File: src/design/u2u8_pkg.sv
`timescale 1ns / 1ps
// Shared types and constants of the UTF-16BE to UTF-8 transcoder.
// Used by the front end, the job queue and the back end; depends on nothing.
package u2u8_pkg;

	localparam logic [7:0] BOM_FIRST  = 8'hFE;
	localparam logic [7:0] BOM_SECOND = 8'hFF;

	localparam logic [5:0] HIGH_SURR_TAG = 6'b110110;
	localparam logic [5:0] LOW_SURR_TAG  = 6'b110111;

	localparam logic [20:0] SUPP_BASE = 21'h10000;

	localparam logic [20:0] LIMIT_ONE   = 21'h80;
	localparam logic [20:0] LIMIT_TWO   = 21'h800;
	localparam logic [20:0] LIMIT_THREE = 21'h10000;

	typedef enum logic [1:0] {
		PH_START = 2'd0,
		PH_HELD  = 2'd1,
		PH_BODY  = 2'd2
	} phase_t;

	// One symbol is either a raw byte in value[7:0] or a code point.
	typedef struct packed {
		logic        is_code;
		logic [20:0] value;
	} sym_t;

	typedef struct packed {
		sym_t       sym0;
		sym_t       sym1;
		logic [1:0] count;
		logic       last;
	} job_t;

	function automatic job_t add_sym(job_t j, sym_t s);
		job_t r;
		r = j;
		if (j.count == 2'd0) begin
			r.sym0 = s;
		end else begin
			r.sym1 = s;
		end
		r.count = j.count + 2'd1;
		return r;
	endfunction

endpackage

File: src/design/utf16be_to_utf8_transcoder.sv
`timescale 1ns / 1ps
// Top level of the UTF-16BE to UTF-8 transcoder: front end, job queue, back end.
// Depends on u2u8_pkg, u2u8_front, u2u8_fifo and u2u8_back.

// The block takes one byte of a text string per transfer and gives its output
// bytes one per cycle when not stalled. A string opening with FE FF is read as
// big-endian UTF-16 and transcoded to UTF-8; any other string passes through
// byte for byte. An input byte is taken in every cycle while the job queue
// (QUEUE_DEPTH entries) has room, so input and output stall independently. The
// pace is set by the back end's single output register at one byte per cycle:
// a UTF-16 unit of two input bytes gives one to three output bytes (four for a
// surrogate pair, up to six when an unpaired high surrogate is flushed), and
// pass-through gives one output byte per input byte. The final transfer of a
// string always ends in a result with tlast set; if no byte is left it carries
// tdata zero and byte_valid zero.
module utf16be_to_utf8_transcoder #(
	parameter int QUEUE_DEPTH = 4
) (
	input  logic       clk,
	input  logic       arst_n,
	input  logic       s_axis_tvalid,
	output logic       s_axis_tready,
	input  logic [7:0] s_axis_tdata,  // [7:0] in_byte
	input  logic       s_axis_tlast,
	output logic       m_axis_tvalid,
	input  logic       m_axis_tready,
	output logic [7:0] m_axis_tdata,  // [7:0] out_byte
	output logic [1:0] m_axis_tuser,  // [0] byte_valid, [1] run_last
	output logic       m_axis_tlast
);
	import u2u8_pkg::*;

	logic q_full, q_push, q_pop, q_empty;
	job_t push_job, head_job;

	u2u8_front u_front (
		.clk      (clk),
		.arst_n   (arst_n),
		.in_valid (s_axis_tvalid),
		.in_ready (s_axis_tready),
		.in_byte  (s_axis_tdata),
		.in_last  (s_axis_tlast),
		.q_full   (q_full),
		.q_push   (q_push),
		.q_job    (push_job)
	);

	u2u8_fifo #(
		.DEPTH (QUEUE_DEPTH)
	) u_fifo (
		.clk      (clk),
		.arst_n   (arst_n),
		.push     (q_push),
		.push_job (push_job),
		.full     (q_full),
		.pop      (q_pop),
		.empty    (q_empty),
		.head_job (head_job)
	);

	u2u8_back u_back (
		.clk        (clk),
		.arst_n     (arst_n),
		.q_empty    (q_empty),
		.q_job      (head_job),
		.q_pop      (q_pop),
		.out_valid  (m_axis_tvalid),
		.out_ready  (m_axis_tready),
		.out_byte   (m_axis_tdata),
		.byte_valid (m_axis_tuser[0]),
		.run_last   (m_axis_tuser[1]),
		.text_end   (m_axis_tlast)
	);

endmodule

File: src/design/u2u8_front.sv
`timescale 1ns / 1ps
// Front end: accepts input bytes, tracks the byte-order mark and surrogate pairs,
// and turns transfers into jobs of up to two symbols. Depends on u2u8_pkg.
module u2u8_front (
	input  logic               clk,
	input  logic               arst_n,
	input  logic               in_valid,
	output logic               in_ready,
	input  logic [7:0]         in_byte,
	input  logic               in_last,
	input  logic               q_full,
	output logic               q_push,
	output u2u8_pkg::job_t     q_job
);
	import u2u8_pkg::*;

	phase_t      phase_q, phase_next;
	logic        mode_q, mode_next;
	logic [7:0]  held_q, held_next;
	logic        held_valid_q, held_valid_next;
	logic [15:0] pend_q, pend_next;
	logic        pend_valid_q, pend_valid_next;
	logic        accept;
	job_t        job;

	assign in_ready = !q_full;
	assign accept   = in_valid && in_ready;

	always_comb begin
		phase_next = phase_q;
		unique case (phase_q)
			PH_START: begin
				if (in_byte == BOM_FIRST && !in_last) begin
					phase_next = PH_HELD;
				end else begin
					phase_next = PH_BODY;
				end
			end
			PH_HELD: phase_next = PH_BODY;
			default: phase_next = PH_BODY;
		endcase
		if (in_last) begin
			phase_next = PH_START;
		end
	end

	always_comb begin
		logic [15:0] unit;
		logic        is_high;
		logic        is_low;
		sym_t        s;
		unit            = {held_q, in_byte};
		is_high         = unit[15:10] == HIGH_SURR_TAG;
		is_low          = unit[15:10] == LOW_SURR_TAG;
		mode_next       = mode_q;
		held_next       = held_q;
		held_valid_next = held_valid_q;
		pend_next       = pend_q;
		pend_valid_next = pend_valid_q;
		job             = '0;
		job.last        = in_last;
		s               = '0;
		unique case (phase_q)
			PH_START: begin
				if (in_byte == BOM_FIRST && !in_last) begin
					held_next       = in_byte;
					held_valid_next = 1'b1;
				end else begin
					s         = '{is_code: 1'b0, value: {13'd0, in_byte}};
					job       = add_sym(job, s);
					mode_next = 1'b0;
				end
			end
			PH_HELD: begin
				held_valid_next = 1'b0;
				held_next       = '0;
				if (in_byte == BOM_SECOND) begin
					mode_next = 1'b1;
				end else begin
					mode_next = 1'b0;
					s         = '{is_code: 1'b0, value: {13'd0, BOM_FIRST}};
					job       = add_sym(job, s);
					s         = '{is_code: 1'b0, value: {13'd0, in_byte}};
					job       = add_sym(job, s);
				end
			end
			default: begin
				if (!mode_q) begin
					s   = '{is_code: 1'b0, value: {13'd0, in_byte}};
					job = add_sym(job, s);
				end else if (!held_valid_q) begin
					held_next       = in_byte;
					held_valid_next = 1'b1;
				end else begin
					held_valid_next = 1'b0;
					held_next       = '0;
					if (pend_valid_q && is_low) begin
						s = '{is_code: 1'b1,
							value: SUPP_BASE + {1'b0, pend_q[9:0], unit[9:0]}};
						job             = add_sym(job, s);
						pend_valid_next = 1'b0;
						pend_next       = '0;
					end else begin
						if (pend_valid_q) begin
							s   = '{is_code: 1'b1, value: {5'd0, pend_q}};
							job = add_sym(job, s);
						end
						if (is_high) begin
							pend_next       = unit;
							pend_valid_next = 1'b1;
						end else begin
							s               = '{is_code: 1'b1, value: {5'd0, unit}};
							job             = add_sym(job, s);
							pend_valid_next = 1'b0;
							pend_next       = '0;
						end
					end
				end
			end
		endcase
		if (in_last) begin
			if (pend_valid_next) begin
				s   = '{is_code: 1'b1, value: {5'd0, pend_next}};
				job = add_sym(job, s);
			end
			mode_next       = 1'b0;
			held_next       = '0;
			held_valid_next = 1'b0;
			pend_next       = '0;
			pend_valid_next = 1'b0;
		end
	end

	assign q_push = accept && (job.count != 2'd0 || in_last);
	assign q_job  = job;

	always_ff @(posedge clk or negedge arst_n) begin
		if (!arst_n) begin
			phase_q      <= PH_START;
			mode_q       <= 1'b0;
			held_q       <= '0;
			held_valid_q <= 1'b0;
			pend_q       <= '0;
			pend_valid_q <= 1'b0;
		end else if (accept) begin
			phase_q      <= phase_next;
			mode_q       <= mode_next;
			held_q       <= held_next;
			held_valid_q <= held_valid_next;
			pend_q       <= pend_next;
			pend_valid_q <= pend_valid_next;
		end
	end

endmodule

File: src/design/u2u8_fifo.sv
`timescale 1ns / 1ps
// Short job queue between the front end and the back end.
// Show-ahead read of the oldest job; depends on u2u8_pkg.
module u2u8_fifo #(
	parameter int DEPTH = 4
) (
	input  logic           clk,
	input  logic           arst_n,
	input  logic           push,
	input  u2u8_pkg::job_t push_job,
	output logic           full,
	input  logic           pop,
	output logic           empty,
	output u2u8_pkg::job_t head_job
);
	import u2u8_pkg::*;

	localparam int AW = (DEPTH > 1) ? $clog2(DEPTH) : 1;
	localparam int CW = $clog2(DEPTH + 1);
	localparam logic [AW-1:0] LAST_IDX = AW'(DEPTH - 1);
	localparam logic [CW-1:0] FULL_CNT = CW'(DEPTH);

	job_t          slots_q [DEPTH];
	logic [AW-1:0] wr_ptr_q, rd_ptr_q;
	logic [CW-1:0] count_q;
	logic          do_push, do_pop;

	assign full     = count_q == FULL_CNT;
	assign empty    = count_q == '0;
	assign do_push  = push && !full;
	assign do_pop   = pop && !empty;
	assign head_job = slots_q[rd_ptr_q];

	always_ff @(posedge clk) begin
		if (do_push) begin
			slots_q[wr_ptr_q] <= push_job;
		end
	end

	always_ff @(posedge clk or negedge arst_n) begin
		if (!arst_n) begin
			wr_ptr_q <= '0;
			rd_ptr_q <= '0;
			count_q  <= '0;
		end else begin
			if (do_push) begin
				wr_ptr_q <= (wr_ptr_q == LAST_IDX) ? '0 : wr_ptr_q + AW'(1);
			end
			if (do_pop) begin
				rd_ptr_q <= (rd_ptr_q == LAST_IDX) ? '0 : rd_ptr_q + AW'(1);
			end
			if (do_push && !do_pop) begin
				count_q <= count_q + CW'(1);
			end else if (do_pop && !do_push) begin
				count_q <= count_q - CW'(1);
			end
		end
	end

endmodule

File: src/design/u2u8_back.sv
`timescale 1ns / 1ps
// Back end: walks the symbols of the oldest job and emits one UTF-8 or raw byte
// per cycle into the output register when not stalled. Depends on u2u8_pkg.
module u2u8_back (
	input  logic           clk,
	input  logic           arst_n,
	input  logic           q_empty,
	input  u2u8_pkg::job_t q_job,
	output logic           q_pop,
	output logic           out_valid,
	input  logic           out_ready,
	output logic [7:0]     out_byte,
	output logic           byte_valid,
	output logic           run_last,
	output logic           text_end
);
	import u2u8_pkg::*;

	function automatic logic [1:0] sym_len_m1(sym_t s);
		if (!s.is_code || s.value < LIMIT_ONE) begin
			return 2'd0;
		end else if (s.value < LIMIT_TWO) begin
			return 2'd1;
		end else if (s.value < LIMIT_THREE) begin
			return 2'd2;
		end
		return 2'd3;
	endfunction

	function automatic logic [7:0] sym_byte(sym_t s, logic [1:0] len_m1, logic [1:0] k);
		logic [20:0] v;
		logic [1:0]  r;
		logic [5:0]  cont;
		v = s.value;
		r = len_m1 - k;
		unique case (r)
			2'd0:    cont = v[5:0];
			2'd1:    cont = v[11:6];
			2'd2:    cont = v[17:12];
			default: cont = v[20:18] == 3'd0 ? 6'd0 : {3'd0, v[20:18]};
		endcase
		if (len_m1 == 2'd0) begin
			return v[7:0];
		end else if (k != 2'd0) begin
			return {2'b10, cont};
		end
		unique case (len_m1)
			2'd1:    return {3'b110, v[10:6]};
			2'd2:    return {4'b1110, v[15:12]};
			default: return {5'b11110, v[20:18]};
		endcase
	endfunction

	logic       sym_idx_q;
	logic [1:0] byte_idx_q;
	logic       load;
	logic       emit;
	sym_t       cur;
	logic [1:0] cur_len_m1;
	logic       end_of_sym;
	logic       end_of_job;
	logic       bare_end;

	logic       out_valid_q;
	logic [7:0] out_byte_q;
	logic       byte_valid_q, run_last_q, text_end_q;

	assign load       = !out_valid_q || out_ready;
	assign emit       = load && !q_empty;
	assign cur        = sym_idx_q ? q_job.sym1 : q_job.sym0;
	assign cur_len_m1 = sym_len_m1(cur);
	assign bare_end   = q_job.count == 2'd0;
	assign end_of_sym = byte_idx_q == cur_len_m1;
	assign end_of_job = bare_end ||
		(end_of_sym && ({1'b0, sym_idx_q} + 2'd1 == q_job.count));
	assign q_pop      = emit && end_of_job;

	always_ff @(posedge clk or negedge arst_n) begin
		if (!arst_n) begin
			sym_idx_q   <= 1'b0;
			byte_idx_q  <= '0;
			out_valid_q <= 1'b0;
		end else begin
			if (load) begin
				out_valid_q <= emit;
			end
			if (emit) begin
				if (end_of_job) begin
					sym_idx_q  <= 1'b0;
					byte_idx_q <= '0;
				end else if (end_of_sym) begin
					sym_idx_q  <= 1'b1;
					byte_idx_q <= '0;
				end else begin
					byte_idx_q <= byte_idx_q + 2'd1;
				end
			end
		end
	end

	always_ff @(posedge clk) begin
		if (emit) begin
			out_byte_q   <= bare_end ? 8'd0 : sym_byte(cur, cur_len_m1, byte_idx_q);
			byte_valid_q <= !bare_end;
			run_last_q   <= end_of_job;
			text_end_q   <= end_of_job && q_job.last;
		end
	end

	assign out_valid  = out_valid_q;
	assign out_byte   = out_byte_q;
	assign byte_valid = byte_valid_q;
	assign run_last   = run_last_q;
	assign text_end   = text_end_q;

endmodule

File: config.mk
export PLATFORM = sky130hd
export DESIGN_NAME = utf16be_to_utf8_transcoder
export DESIGN_NICKNAME = d
export VERILOG_FILES = /design/src/design/u2u8_pkg.sv /design/src/design/utf16be_to_utf8_transcoder.sv /design/src/design/u2u8_front.sv /design/src/design/u2u8_fifo.sv /design/src/design/u2u8_back.sv
export SDC_FILE = /design/constraint.sdc
export NUM_CORES = 1
export LEC_CHECK = 0
export ABC_AREA = 1
export BUFFER_PORTS_ARGS = -buffer_cell sky130_fd_sc_hd__buf_4
export CORE_UTILIZATION = 30
export CTS_CLUSTER_SIZE = 16
export DETAILED_ROUTE_END_ITERATION = 8
export SYNTH_ARGS = -nofsm -noshare
export SYNTH_HDL_FRONTEND = slang
export SYNTH_HIERARCHICAL = 1
export SYNTH_SLANG_ARGS = --single-unit
File: constraint.sdc
create_clock -name clk -period 4.1 [get_ports clk]
set_input_delay 0.41 -clock clk [delete_from_list [all_inputs] [get_ports clk]]
set_output_delay 0.41 -clock clk [all_outputs]
set_load 0.02 [all_outputs]
After elaboration in Yosys (flattened, before gate mapping):

Memories as Yosys holds them, arrays and structs flattened.
Index checks and enable logic that the tools add are counted.

* add/subtract/negate cells: 10
* magnitude comparators: 3
* equality and inequality tests: 16
* muxes and demuxes: 74
* reduce and logical (&&, ||, !) cells: 42

Operators by type and width (count)
* 47-bit two-way mux: 11
* 22-bit two-way mux: 5
* 16-bit two-way mux: 6
* 47-bit one-hot mux with 2 select lines: 1
* 33-bit two-way mux: 2
* 8-bit two-way mux: 7
* 1-bit two-way mux: 23
* 2-bit two-way mux: 11
* 17-bit by 20-bit adder with 21-bit output, first input constant: 1
* 21-bit by 12-bit less-than comparator with 1-bit output, second input constant: 1
* 21-bit by 17-bit less-than comparator with 1-bit output, second input constant: 1
* 21-bit by 8-bit less-than comparator with 1-bit output, second input constant: 1
* 6-bit one-hot mux with 3 select lines: 1
* 8-bit == test, second input constant: 2
* 8-bit one-hot mux with 2 select lines: 1
* 6-bit == test, second input constant: 2
* 1-bit logical AND: 12
* 2-bit logical NOT: 6
* 6-bit one-hot mux with 2 select lines: 1
* 2-bit by 1-bit adder with 2-bit output, second input constant: 5
* 3-bit two-way mux: 3
* 2-bit == test, second input constant: 4
* 1-bit logical NOT: 8
* 2-bit nonzero test: 4
* other kinds (17): 26

* flip-flop bits (word level): 51
* memory bits (writable): 188
* bits of input ports: 13
* output and inout port bits: 13
* word-level logic and storage cells: 162
* memories: 1

Memories
* u_fifo.slots_q: words 4, bits a word 47, rd ports 1, clocked after memory_dff 0, write ports 1, RTL line u2u8_fifo.sv:23 `job_t slots_q [DEPTH];`

Longest topological paths before layout:

* word-level depth: 25
* depth in mapped cells: 28
* gate-level depth less buffers: 26

Cells and area by module:

The synthesis kept the hierarchy.

By module, submodules not included
* u2u8_fifo: instances 1, cells an instance 609, area each 8207.9 µm², seq. area each 5820.6 µm²
* u2u8_front: instances 1, cells an instance 424, area each 2660.1 µm², seq. area each 725.7 µm²
* u2u8_back: instances 1, cells an instance 220, area each 1552.7 µm², seq. area each 430.4 µm²

Worst setup path after synthesis:

No wires, ideal clock.

* path type: register to register
* from: register u_front.held_q[6]
* to: memory u_fifo/slots_q[0][0] in the netlist's numbering (enable)
* library setup time: 0.452 ns
* arrival: 3.875 ns
* required time: 3.648 ns
* path slack: -0.227 ns
* stages on the path, launching flop included: 16
* path buffers: 1
* clock period less this slack: 4.327 ns
* cells stage by stage: dfrtp_1 -> nand2_1 -> nor2_4 -> nand2_1 -> clkbuf_1 -> ha_1 -> inv_1 -> nor2_1 -> nand2_1 -> nand2_2 -> inv_2 -> nand3_4 -> o21ai_0 -> inv_1 -> nand2_1 -> nor2_1

* longest elaborated chain between the ends: 15
* elaborated cells on any way between the ends: 22
* those cells by class: add/sub: 1; eq/ne: 2; mux: 14; reduce/logical: 5

Ends and longest elaborated chain
* from (decl): RTL line u2u8_front.sv:19 `logic [7:0] held_q, held_next;`
* from (signal assigned): RTL line u2u8_front.sv:148 `held_q <= held_next;`
* 6-bit == test (on tied branches): RTL line u2u8_front.sv:53, u2u8_front.sv:54
* 47-bit two-way mux / 1-bit logical AND (equally long branches): RTL line u2u8_front.sv:108, u2u8_front.sv:97
* 47-bit two-way mux: RTL line u2u8_front.sv:97 `if (pend_valid_q && is_low) begin`
* 47-bit two-way mux: RTL line u2u8_front.sv:91 `end else if (!held_valid_q) begin`
* 47-bit two-way mux: RTL line u2u8_front.sv:88 `if (!mode_q) begin`
* 47-bit one-hot mux with 2 select lines: RTL line u2u8_front.sv:63 `unique case (phase_q)`
* 2-bit by 1-bit adder with 2-bit output: RTL line u2u8_pkg.sv:45 `r.count = j.count + 2'd1;`
* 47-bit two-way mux: RTL line u2u8_front.sv:122 `if (pend_valid_next) begin`
* 47-bit two-way mux *: RTL line u2u8_front.sv:121 `if (in_last) begin`
* 2-bit nonzero test *: RTL line u2u8_front.sv:134 `assign q_push = accept && (job.count != 2'd0 || in_last);`
* 1-bit logical OR *: RTL line u2u8_front.sv:134
* 1-bit logical AND *: RTL line u2u8_front.sv:134
* via q_push: RTL line utf16be_to_utf8_transcoder.sv:33 `logic q_full, q_push, q_pop, q_empty;`
* 1-bit logical AND *: RTL line u2u8_fifo.sv:30 `assign do_push = push && !full;`
* 1-bit two-way mux *: RTL line u2u8_fifo.sv:35 `if (do_push) begin`
* 1-bit two-way mux (implied by the code) *: RTL line u2u8_fifo.sv:36 `slots_q[wr_ptr_q] <= push_job;`
* to (decl): RTL line u2u8_fifo.sv:23

The timed path passes the listed nets; every way through them passes the cells marked *.

==> results.ini <==
[outcome]
status = finished, final reports clean

[timing]
hold_violations = 0
worst_pin_slew_ns = 0.781
setup_violations = 0
grt_setup_unrepaired = false
finClkSkew_ns = 0.0122
slew_violations = 0
fmax_ghz = 0.270
fin_crit_sh = 0.903
maxSlewHeadroom = 0.480
period_minus_slack_ns = 3.70

[global_route]
grt_pass1_vias = 8213
met2_usage = 0.219
grt_max_degree = 48
grt_busiest_layer = met2
grtUsageTotal = 0.141
grt_first_pass_wirelength_um = 46100
grt-ovfl-total = 0
grtUsageMet3 = 0.0266
antenna_found_initial = 0
globalRouteMet1Util = 0.201

[logic_synthesis]
synth-edff-count = 199
async_flop_share = 0.167
synth-compound-area-share = 0.137
synth_top_family_by_area = simple AND/OR/NAND/NOR gates
ys_types = 48
yosys.area_share.xor_xnor = 0.00282
syn_area_per_cell_um2 = 9.91
syn-instance-count = 1253
ys_ff_latch = 239
yosysSeqAreaShare = 0.562
synthSimpleGateAreaFrac = 0.177
synthAdderAreaFrac = 0.0127
yosysWarningCount = 6
syn-cell-area_mm2 = 0.0124
muxShareOfSynthArea = 0.00403
synthFlopType = edfxtp_1

[floorplanning]
rows = 74
core_area_mm2 = 0.0408
initial_core_util = 0.304
fp.dieH_um = 205
die_w_um = 205
io_pins = 26
dieArea_mm2 = 0.0422

[power_and_ir_drop]
ir_drop_mv = 0.275
leakagePower_nw = 5.89
power_w = 0.0100
power_density_mw_per_mm2 = 712

[detailed_routing]
antenna_left = 0
wl_um = 28900
routed-via-count = 8532
via_per_inst = 4.65
drtIter0Drc = 607
wl_per_cell_um = 15.8
drc = 0
drt_pre_antenna_iters = 4

[clocking]
clkTransAtPathRegs_ns = 0.06
cts_tree = yes
clock_sinks = 239
cts_inserted_buffers = 26
clockRootBuffer = clkbuf_16
h-tree-depth = 1
clock_latency_ns = 0.54
cts_buffer_depth = 3

[cells_and_area]
final_common_cell = nand2_1
final_cell_mix = 322 x nand2_1, 211 x inv_1, 199 x edfxtp_1
post-route-util = 0.345
area_delta_synth_final_pct = 13.4
diodes = 0
final.fill_count = 4068
drive_gt1_frac = 0.176
nNetsFinal = 1307

[setup_path]
crit_chain = buf_12, o211ai_1, nand2_1, inv_1, nand2_1, o21ai_1, nand2_1, nor2_2, nand2_2, o21a_2, o21ai_0, ha_1, nand3_1, nand2_1, nand3_1, nor2_2, nand2_1, ha_1, inv_1, fa_1, nand2_1, nand3_1, nand2_1, nand2_1
crit_top_cell = nand2_1
cp_num_buf_inv = 3
startpoint = u_fifo/rd_ptr_q[0]
crit_type = reg2reg
worst_path_largest_cell_delay_ns = 0.57
worstReg2RegStart = u_fifo/rd_ptr_q[0]
cp_max_fo = 34
cpMaxStageDelayCell = dfrtp_4
path_delay_family = simple AND/OR/NAND/NOR gates
startpoint_type = flop
crit_arrival_ns = 4.13
critPathCaptureType = flop
required_ns = 4.53

[min_path]
hp-class = in2reg
min_from = m_axis_tready

[place]
hpwl_um = 19400
globalplace.congestion = 0.898
io_buffers = 25

[flow_run]
cap_violations = 0

## path summary, 6_finish.rpt
kind | end | slack [ns] | cells after the start
min in group asynchronous | u_front/phase_q[0] | 0.41 | 2
worst max-delay path | u_fifo/count_q[2] | 0.40 | 24
max in group asynchronous | u_fifo/rd_ptr_q[0] | 3.23 | 2
worst min-delay path | u_back/out_valid | 0.10 | 4
worst max register to register | u_fifo/count_q[2] | 0.40 | 24
worst min register to register | u_back/out_valid | 0.50 | 2
## report_power, final
| part | internal (W) | total, W | switching (W) |
|---|---|---|---|
| registers | 0.00330 | 0.00354 | 0.000241 |
| logic | 0.00137 | 0.00405 | 0.00268 |
| clock network | 0.00150 | 0.00245 | 0.000947 |
## per-stage QoR
| step | cells | TNS [ns] | hold WS (ns) | cell area [um2] | setup WS, ns |
|---|---|---|---|---|---|
| floorplan | 1257 | -42.65 | 0.114 | 12400 | -0.227 |
| global placement | 1784 | 0 | 0.456 | 13200 | 0.423 |
| detailed placement | 1784 | 0 | 0.453 | 13200 | 0.297 |
| CTS | 1833 | 0 | 0.0761 | 14100 | 0.290 |
| global route | 1834 | 0 | 0.111 | 14100 | 0.0245 |
| finish | 1834 | 0 | 0.105 | 14100 | 0.399 |
## synthesized netlist by cell type (11+ instances only)
| cell type | number | area, um2 |
|---|---|---|
| nand3_1 | 47 | 235 |
| o211ai_1 | 47 | 353 |
| o22ai_1 | 29 | 181 |
| a21oi_1 | 24 | 120 |
| nand2_2 | 20 | 125 |
| buf_2 | 16 | 80.1 |
| inv_1 | 211 | 792 |
| nor2_1 | 66 | 248 |
| buf_4 | 11 | 82.6 |
| nand2_1 | 322 | 1210 |
| o21ai_1 | 11 | 55.1 |
| o21ai_2 | 11 | 96.3 |
| ha_1 | 11 | 138 |
| buf_6 | 18 | 203 |
| edfxtp_1 | 199 | 5980 |
| dfrtp_1 | 40 | 1000 |
| o21ai_0 | 30 | 150 |
| o211ai_2 | 52 | 651 |
## final cells by class
cell class	count	area [um2]	share of cell area
sequential	239	6980	0.496
multi-input combinational	737	4190	0.297
inverter	223	845	0.0599
clock buffer	33	728	0.0517
tap	532	666	0.0472
timing repair buffer	55	503	0.0357
clock inverter	15	178	0.0126
## sequential cells by signal, indices dropped and copies added, names as in the netlist
register	flops
u_front/mode_q	1
u_front/pend_q	16
u_fifo/slots_q	188
u_back/run_last	1
u_fifo/rd_ptr_q	2
u_back/sym_idx_q	1
u_back/byte_valid	1
u_back/out_byte	8
u_fifo/wr_ptr_q	2
u_front/held_valid_q	1
u_fifo/count_q	3
u_front/pend_valid_q	1
u_back/byte_idx_q	2
u_front/phase_q	2
u_front/held_q	8
u_back/text_end	1
u_back/out_valid	1
## kinds of logic (layout without fill, tap and decap cells)
kind of cell | Yosys count | in the layout
xor gates and xnor gates | 4 | 4
AOI/OAI and AO/OA | 213 | 213
and+or+nand+nor | 498 | 498
buffers and inverters | 281 | 326
DFF | 239 | 239
muxes | 5 | 5
adders and majority gates | 12 | 12
other | 1 | 5
## per-layer routing
metal  up-vias  wire length [um]
met5         -                 0
met4         0               656
met3        43              1590
met2       228             13000
met1      4048             13700
li1       4213                 -
## repair_timing
| item | in CTS | in global routing |
|---|---|---|
| hold buffers | 1 | 0 |
| hold endpoints to repair | 40 | 0 |
| endpoints found under the setup margin | 0 | 2 |
| setup buffers | 0 | 1 |
| gates resized for setup | 0 | 1 |
## worst register-to-register path, cell delays in order (launching register included)
cell      delay [ns]
dfrtp_4         0.57
buf_12          0.21
o211ai_1        0.18
nand2_1         0.07
inv_1           0.06
nand2_1         0.04
o21ai_1         0.14
nand2_1         0.11
nor2_2          0.15
nand2_2         0.10
o21a_2          0.21
o21ai_0         0.09
ha_1            0.28
nand3_1         0.10
nand2_1         0.08
nand3_1         0.14
nor2_2          0.07
nand2_1         0.11
ha_1            0.17
inv_1           0.07
fa_1            0.38
nand2_1         0.10
nand3_1         0.07
nand2_1         0.06
nand2_1         0.04
Power figures use the tool's default switching activity.
